### config.mk
export PLATFORM = sky130hd
export DESIGN_NAME = sha256_byte_stream_hasher
export DESIGN_NICKNAME = d
export VERILOG_FILES = /design/src/sv/sbsh_pkg.sv /design/src/sv/sha256_byte_stream_hasher.sv
export VERILOG_INCLUDE_DIRS = /design/src /design/src/sv
export SDC_FILE = /design/constraint.sdc
export NUM_CORES = 2
export LEC_CHECK = 0
export ABC_AREA = 0
export BUFFER_PORTS_ARGS = -buffer_cell sky130_fd_sc_hd__buf_2
export CAP_MARGIN = 25
export CORE_ASPECT_RATIO = 1.75
export CORE_MARGIN = 3
export CORE_UTILIZATION = 40
export DETAILED_ROUTE_END_ITERATION = 16
export PLACE_DENSITY_LB_ADDON = 0.25
export SETUP_SLACK_MARGIN = 0.5
export SLEW_MARGIN = 20
export SYNTH_ARGS = -nofsm -noshare
export SYNTH_HDL_FRONTEND = slang
export SYNTH_SLANG_ARGS = --single-unit
### constraint.sdc
create_clock -name clk -period 26.4 [get_ports clk]
set_clock_uncertainty 0.05 [all_clocks]
set_input_delay 1.32 -clock clk [delete_from_list [all_inputs] [get_ports clk]]
set_output_delay 1.32 -clock clk [all_outputs]
set_load 0.02 [all_outputs]
### src/sv/sha256_byte_stream_hasher_defines.svh
// Assertion macros shared by the hasher RTL.
`ifndef SHA256_BYTE_STREAM_HASHER_DEFINES_SVH
`define SHA256_BYTE_STREAM_HASHER_DEFINES_SVH

// Same-cycle implication, checked out of reset.
`define SBSH_ASSERT_NOW(lbl, pre, post, msg) \
  lbl: assert property (@(posedge clk) disable iff (rst) (pre) |-> (post)) else $error(msg);

// Next-cycle implication, checked out of reset.
`define SBSH_ASSERT_NEXT(lbl, pre, post, msg) \
  lbl: assert property (@(posedge clk) disable iff (rst) (pre) |=> (post)) else $error(msg);

`endif

### src/sv/sbsh_pkg.sv
// Types, constants and round functions for the SHA-256 byte-stream hasher.
`timescale 1ns / 1ps
package sbsh_pkg;

  typedef struct packed {
    logic [7:0] data_byte;
    logic       byte_present;
    logic       end_of_message;
  } sbsh_in_t;

  typedef struct packed {
    logic [31:0] digest_word;
    logic [2:0]  word_index;
    logic        last_word;
  } sbsh_out_t;

  typedef enum logic [2:0] {
    S_IDLE,
    S_MARK,
    S_ZERO,
    S_LEN,
    S_ROUND,
    S_FOLD,
    S_OUT
  } sbsh_state_t;

  localparam logic [5:0] LAST_FILL  = 6'd63;
  localparam logic [5:0] PAD_FILL   = 6'd56;
  localparam logic [5:0] LAST_ROUND = 6'd63;
  localparam logic [2:0] LAST_WORD  = 3'd7;
  localparam logic [7:0] MARK_BYTE  = 8'h80;
  localparam logic [63:0] BYTE_BITS = 64'd8;

  localparam logic [31:0] INITIAL_H [8] = '{
    32'h6a09e667, 32'hbb67ae85, 32'h3c6ef372, 32'ha54ff53a,
    32'h510e527f, 32'h9b05688c, 32'h1f83d9ab, 32'h5be0cd19
  };

  localparam logic [31:0] ROUND_K [64] = '{
    32'h428a2f98, 32'h71374491, 32'hb5c0fbcf, 32'he9b5dba5,
    32'h3956c25b, 32'h59f111f1, 32'h923f82a4, 32'hab1c5ed5,
    32'hd807aa98, 32'h12835b01, 32'h243185be, 32'h550c7dc3,
    32'h72be5d74, 32'h80deb1fe, 32'h9bdc06a7, 32'hc19bf174,
    32'he49b69c1, 32'hefbe4786, 32'h0fc19dc6, 32'h240ca1cc,
    32'h2de92c6f, 32'h4a7484aa, 32'h5cb0a9dc, 32'h76f988da,
    32'h983e5152, 32'ha831c66d, 32'hb00327c8, 32'hbf597fc7,
    32'hc6e00bf3, 32'hd5a79147, 32'h06ca6351, 32'h14292967,
    32'h27b70a85, 32'h2e1b2138, 32'h4d2c6dfc, 32'h53380d13,
    32'h650a7354, 32'h766a0abb, 32'h81c2c92e, 32'h92722c85,
    32'ha2bfe8a1, 32'ha81a664b, 32'hc24b8b70, 32'hc76c51a3,
    32'hd192e819, 32'hd6990624, 32'hf40e3585, 32'h106aa070,
    32'h19a4c116, 32'h1e376c08, 32'h2748774c, 32'h34b0bcb5,
    32'h391c0cb3, 32'h4ed8aa4a, 32'h5b9cca4f, 32'h682e6ff3,
    32'h748f82ee, 32'h78a5636f, 32'h84c87814, 32'h8cc70208,
    32'h90befffa, 32'ha4506ceb, 32'hbef9a3f7, 32'hc67178f2
  };

  function automatic logic [31:0] big_sigma0(input logic [31:0] x);
    return {x[1:0], x[31:2]} ^ {x[12:0], x[31:13]} ^ {x[21:0], x[31:22]};
  endfunction

  function automatic logic [31:0] big_sigma1(input logic [31:0] x);
    return {x[5:0], x[31:6]} ^ {x[10:0], x[31:11]} ^ {x[24:0], x[31:25]};
  endfunction

  function automatic logic [31:0] small_sigma0(input logic [31:0] x);
    return {x[6:0], x[31:7]} ^ {x[17:0], x[31:18]} ^ {3'b000, x[31:3]};
  endfunction

  function automatic logic [31:0] small_sigma1(input logic [31:0] x);
    return {x[16:0], x[31:17]} ^ {x[18:0], x[31:19]} ^ {10'b0, x[31:10]};
  endfunction

endpackage

### src/sv/sha256_byte_stream_hasher.sv
// Top level of the SHA-256 byte-stream hasher.
// Usage: message bytes arrive on the msg channel (msg_valid / msg_stall), one
// word per handshake; byte_present marks a real byte, end_of_message closes
// the message (with or without a byte, so an empty message works).
// The digest leaves on the dgst channel as eight 32-bit words, most
// significant first, last_word set on the eighth.
// Throughput: a byte is taken every cycle while the block buffer fills; the
// 64th byte of a block starts a compression (64 rounds on the single round
// unit, then a fold into the chaining words) before the next byte is taken.
// End of message: padding is pushed one byte per cycle outside compressions,
// with a pause when the zeros reach the length field, and takes one or two
// compressions before the first digest word appears.
// msg_stall is high whenever the block is padding, compressing or emitting.
// A stall on dgst holds the current digest word; the block waits for it.
// Reset (rst, synchronous) loads the initial hash, clears the fill count and
// bit length, and returns to idle; a new message starts after each digest.
`timescale 1ns / 1ps
`include "sha256_byte_stream_hasher_defines.svh"

module sha256_byte_stream_hasher (
  input  logic                  clk,
  input  logic                  rst,
  input  logic                  msg_valid,
  output logic                  msg_stall,
  input  sbsh_pkg::sbsh_in_t    msg,
  output logic                  dgst_valid,
  input  logic                  dgst_stall,
  output sbsh_pkg::sbsh_out_t   dgst
);
  import sbsh_pkg::*;

  sbsh_state_t state, state_next;
  sbsh_state_t resume, resume_next;

  logic [31:0]  chain [8];
  logic [31:0]  v [8];
  logic [31:0]  v_next [8];
  logic [511:0] blk;
  logic [5:0]   fill;
  logic [63:0]  bit_length;
  logic [5:0]   rnd;
  logic [2:0]   widx;

  logic       msg_take;
  logic       dgst_take;
  logic       push;
  logic [7:0] push_byte;
  logic       go_comp;

  logic [31:0] w0, w1, w9, w14, w_new;
  logic [31:0] t1, t2, choose, major;
  logic [7:0]  len_byte;

  assign msg_stall  = (state != S_IDLE);
  assign dgst_valid = (state == S_OUT);
  assign msg_take   = msg_valid && !msg_stall;
  assign dgst_take  = dgst_valid && !dgst_stall;

  assign dgst.digest_word = chain[widx];
  assign dgst.word_index  = widx;
  assign dgst.last_word   = (widx == LAST_WORD);

  // Length bytes go out big-endian while fill runs from 56 to 63.
  assign len_byte = bit_length[{3'd7 - fill[2:0], 3'b000} +: 8];

  // Schedule window: word 0 is the current round's word.
  assign w0    = blk[511:480];
  assign w1    = blk[479:448];
  assign w9    = blk[223:192];
  assign w14   = blk[63:32];
  assign w_new = small_sigma1(w14) + w9 + small_sigma0(w1) + w0;

  assign choose = (v[4] & v[5]) ^ (~v[4] & v[6]);
  assign major  = (v[0] & v[1]) ^ (v[0] & v[2]) ^ (v[1] & v[2]);
  assign t1     = v[7] + big_sigma1(v[4]) + choose + ROUND_K[rnd] + w0;
  assign t2     = big_sigma0(v[0]) + major;

  always_comb begin
    v_next[0] = t1 + t2;
    v_next[1] = v[0];
    v_next[2] = v[1];
    v_next[3] = v[2];
    v_next[4] = v[3] + t1;
    v_next[5] = v[4];
    v_next[6] = v[5];
    v_next[7] = v[6];
  end

  always_ff @(posedge clk) begin
    if (rst) begin
      state  <= S_IDLE;
      resume <= S_IDLE;
    end else begin
      state  <= state_next;
      resume <= resume_next;
    end
  end

  always_comb begin
    state_next  = state;
    resume_next = resume;
    push        = 1'b0;
    push_byte   = 8'h00;
    case (state)
      S_IDLE: begin
        if (msg_take) begin
          if (msg.byte_present) begin
            push      = 1'b1;
            push_byte = msg.data_byte;
          end
          if (msg.byte_present && fill == LAST_FILL) begin
            state_next  = S_ROUND;
            resume_next = msg.end_of_message ? S_MARK : S_IDLE;
          end else if (msg.end_of_message) begin
            state_next = S_MARK;
          end
        end
      end
      S_MARK: begin
        push      = 1'b1;
        push_byte = MARK_BYTE;
        state_next = S_ZERO;
        if (fill == LAST_FILL) begin
          state_next  = S_ROUND;
          resume_next = S_ZERO;
        end
      end
      S_ZERO: begin
        if (fill == PAD_FILL) begin
          state_next = S_LEN;
        end else begin
          push = 1'b1;
          if (fill == LAST_FILL) begin
            state_next  = S_ROUND;
            resume_next = S_ZERO;
          end
        end
      end
      S_LEN: begin
        push      = 1'b1;
        push_byte = len_byte;
        if (fill == LAST_FILL) begin
          state_next  = S_ROUND;
          resume_next = S_OUT;
        end
      end
      S_ROUND: begin
        if (rnd == LAST_ROUND) state_next = S_FOLD;
      end
      S_FOLD: begin
        state_next = resume;
      end
      S_OUT: begin
        if (dgst_take && widx == LAST_WORD) state_next = S_IDLE;
      end
      default: begin
        state_next = S_IDLE;
      end
    endcase
  end

  assign go_comp = (state_next == S_ROUND) && (state != S_ROUND);

  always_ff @(posedge clk) begin
    if (push) blk <= {blk[503:0], push_byte};
    if (state == S_ROUND) blk <= {blk[479:0], w_new};
    if (go_comp) begin
      v <= chain;
    end else if (state == S_ROUND) begin
      v <= v_next;
    end
  end

  always_ff @(posedge clk) begin
    if (rst) begin
      chain      <= INITIAL_H;
      fill       <= '0;
      bit_length <= '0;
      rnd        <= '0;
      widx       <= '0;
    end else begin
      if (push) fill <= fill + 6'd1;
      if (msg_take && msg.byte_present) bit_length <= bit_length + BYTE_BITS;
      if (go_comp) begin
        rnd <= '0;
      end else if (state == S_ROUND) begin
        rnd <= rnd + 6'd1;
      end
      if (state == S_FOLD) begin
        for (int i = 0; i < 8; i++) chain[i] <= chain[i] + v[i];
      end
      if (dgst_take) begin
        widx <= widx + 3'd1;
        // Start the next message from the initial hash.
        if (widx == LAST_WORD) begin
          chain      <= INITIAL_H;
          fill       <= '0;
          bit_length <= '0;
        end
      end
    end
  end

  `SBSH_ASSERT_NOW(a_no_overlap, !msg_stall, !dgst_valid, "input taken while digest pending")
  `SBSH_ASSERT_NOW(a_empty_in_rounds, state == S_ROUND, fill == 6'd0, "buffer not empty in rounds")
  `SBSH_ASSERT_NEXT(a_round_end, state == S_ROUND && rnd == LAST_ROUND,
                    state == S_FOLD, "fold missed")
  `SBSH_ASSERT_NEXT(a_fresh_msg, dgst_take && dgst.last_word,
                    state == S_IDLE && fill == 6'd0 && bit_length == 64'd0, "state not cleared")

endmodule

==> metrics.yaml <==
run_status:
  status: "completed"
detailed_routing:
  vias_per_cell: 5.61
  ant_nets: 0
  drt_iter0_markers: 4588
  dr.pass1.iters: 6
  route.detailed.drc: 0
  wire_per_inst_um: 24.1
  dr_total_vias: 60916
  routed_wl_um: 262000
finish:
  area_growth_pct: 8.38
  multiInputGateArea_um2: 41700
  drive_above_1_share_pct: 6.20
  final_nets: 8934
  utilization_pct: 43.8
  seq_area_um2: 29800
  fill_cells: 18259
global_route:
  grt_overflow: 0
  grt_max_degree: 195
  grt_pass1_vias: 60967
  grt_pass1_wl_um: 385000
  grt_usage_pct: 26.5
  antenna_found_initial: 9
sta:
  slew_viol_final: 0
  min_period_ns: 10.12
  worstMarginPinSlew_ns: 1.16
  finalSetupViolations: 0
  slew-limit-headroom_pct: 21.9
  max_freq_mhz: 98.8
  setup_tns_ns: 0
  rsz0062_at_grt: "false"
  period_share_pct: 38.3
  finalHoldViolCount: 0
critical_path:
  critPathMaxStageDelay_ns: 0.65
  critPathKind: "reg2reg"
  crit_arrival_ns: 10.61
  rr_worst_depth: 34
  cp_top_family: "compound AO/OA/AOI/OAI gates"
  regToRegSetupSlack_ns: 16.28
  crit_start: "rnd[0]"
  cpMostUsedCell: "a21oi_1"
  slowest_stage: "a21oi_1"
  cp.required_ns: 26.89
  path_max_fanout: 32
  worstSetupEndpointType: "flip-flop"
  path_depth: 34
  endpoint: "v[255]"
  critPathBufInv: 6
  crit-reg2reg-launch: "rnd[0]"
  reg2reg_to: "v[255]"
  start_kind: "flip-flop"
synthesis:
  synth_area_um2: 75100
  syn-num-nets: 9140
  syn_area_per_cell_um2: 8.81
  synth-edff-count: 768
  ys_warn_count: 0
  synth.distinct_cells: 96
  ys.flop_type: "edfxtp_1"
  ys_ff_latch: 1106
  ys_seq_area_share_pct: 39.7
  synthCells: 8531
  synth-async-reset-ratio_pct: 0
clock_tree:
  clk_pin_slew_ns: 0.07
  post_cts_hold_buffer_count: 0
  cts_resized: 0
  clock_latency_ns: 0.81
  cts_buffer_depth: 3
  cts_tree: "done"
  cts-buffers-inserted: 111
  cts_post_setup_buffers_inserted: 0
  htree_levels: 3
  cts_root_buffer: "clkbuf_16"
  cts_sinks: 1106
die:
  die_h_um: 579
  initial_core_util_pct: 40.4
  pin_count: 52
  core_area_um2: 186000
  row_count: 209
  die_x_um: 334
  die-area_um2: 193000
run:
  cap_violations: 0
placement:
  hpwl_um: 198000
  port_buffers: 51
  gp_congestion: 0.993
power_and_ir_drop:
  p_per_area_nw_per_um2: 83.9
  ir_worst_vdd_v: 0.0000783
  p_leak_nw: 34.1
min_path:
  min_path_type: "reg2reg"
  min_path_cells: 2
==> worst reg2reg max path, delay by kind of cell, from the launching register on <==
kind / cells / cell delay [ns]
AO/OA/AOI/OAI: 13 / 3.73
XOR/XNOR: 3 / 0.53
adder cells (fa/ha/maj): 5 / 2.22
buffers and inverters: 6 / 1.28
flip-flops: 1 / 0.31
multiplexers: 1 / 0.27
AND/OR/NAND/NOR: 6 / 1.55
==> worst min-delay path by stage <==
stage / start / to / slack (ns)
6_report: chain[68] / chain[68] / 0.44
2_1_floorplan: resume[0] / resume[0] / 0.40
3_5_place_dp: chain[68] / chain[68] / 0.43
5_1_grt: blk[118] / blk[150] / 0.46
3_3_place_gp: resume[0] / resume[0] / 0.42
4_1_cts: chain[68] / chain[68] / 0.44
==> state kept, by name, indices dropped and copies added (netlist names) <==
register / flops
blk: 512
chain: 256
v: 256
bit_length: 61
fill: 6
rnd: 6
resume: 3
state: 3
widx: 3
==> synthesized netlist by cell type (18+ instances only) <==
| cell type | number | area (um2) |
|---|---|---|
| o311ai_0 | 18 | 158 |
| and2_1 | 18 | 113 |
| xnor2_1 | 355 | 3110 |
| a211oi_1 | 57 | 428 |
| a31oi_1 | 45 | 282 |
| inv_1 | 486 | 1820 |
| nand2_1 | 2438 | 9150 |
| or3_1 | 37 | 231 |
| o21a_1 | 55 | 413 |
| edfxtp_1 | 768 | 23100 |
| a211o_1 | 20 | 175 |
| nand2b_1 | 59 | 369 |
| ha_1 | 400 | 5000 |
| and3_1 | 31 | 194 |
| a21oi_1 | 523 | 2620 |
| a21o_1 | 197 | 1480 |
| o21ai_0 | 488 | 2440 |
| nor3_1 | 76 | 380 |
| mux2i_1 | 46 | 460 |
| nor2_1 | 372 | 1400 |
| xor2_1 | 262 | 2290 |
| buf_1 | 46 | 173 |
| mux4_2 | 81 | 1820 |
| mux2_2 | 47 | 529 |
| dfxtp_1 | 338 | 6770 |
| o21bai_1 | 50 | 375 |
| nor2b_1 | 52 | 325 |
| nand4_1 | 39 | 244 |
| o211ai_1 | 105 | 788 |
| fa_1 | 195 | 3900 |
| nand3_1 | 113 | 566 |
| o31ai_1 | 26 | 195 |
| buf_2 | 20 | 100 |
| clkbuf_1 | 408 | 1530 |
==> power breakdown <==
part           switching, mW  leakage [nW]  internal [mW]
registers              0.118          9.96           2.12
logic                   1.74          22.3           1.15
clock network          0.757          1.86          0.947
total                   2.62          34.1           4.22
==> cell families (layout without fill, tap and decap cells) <==
group | Yosys count | count (layout) | synth area share [%]
adder cells (fa/ha/maj) | 597 | 597 | 11.9
AND/OR/NAND/NOR | 3318 | 3318 | 18.2
AO/OA/AOI/OAI | 1752 | 1752 | 14.3
other | 0 | 7 | 0
multiplexers | 175 | 175 | 3.78
buffers and inverters | 966 | 857 | 4.91
flip-flops | 1106 | 1106 | 39.7
XOR/XNOR | 617 | 617 | 7.19
==> cell type report <==
type / count / area share [%]
multi-input combinational: 6459 / 51.2
antenna: 7 / 0.0215
timing repair buffer: 159 / 1.40
sequential: 1106 / 36.6
tap: 2426 / 3.73
inverter: 488 / 2.26
clock inverter: 60 / 0.982
clock buffer: 150 / 3.75
==> routing by layer <==
layer  up-vias  track usage (%)  wire length, um
li1      28770                -                -
met1     29688             27.2            91900
met2      1774             48.9           136000
met3       684             2.98            10200
met4         0             20.6            23900
met5         -                0                0
==> cells in the final DEF, fill, tap and decap left out, types with 195 or more instances in the layout <==
| cell | Yosys | layout |
|---|---|---|
| fa_1 | 195 | 195 |
| xor2_1 | 262 | 262 |
| a21o_1 | 197 | 196 |
| ha_1 | 400 | 400 |
| edfxtp_1 | 768 | 768 |
| nand2_1 | 2438 | 2434 |
| a21oi_1 | 523 | 521 |
| inv_1 | 486 | 484 |
| xnor2_1 | 355 | 355 |
| nor2_1 | 372 | 371 |
| o21ai_0 | 488 | 486 |
| dfxtp_1 | 338 | 332 |
==> per-stage QoR <==
stage                     std cells  worst slack [ns]  total power, mW  area, um2  hold WS, ns
after floorplan                8531             12.64             4.40      75100        0.401
after global placement        10634             16.26             5.11      77500        0.421
after CTS                     10847             16.44             6.86      81400        0.440
final                         10855             16.28             6.84      81400        0.443
after detailed placement      10637             16.46             5.14      77500        0.431
after global routing          10855             15.73             7.24      81400        0.464
Note: power is estimated with default switching activity, not from simulation.
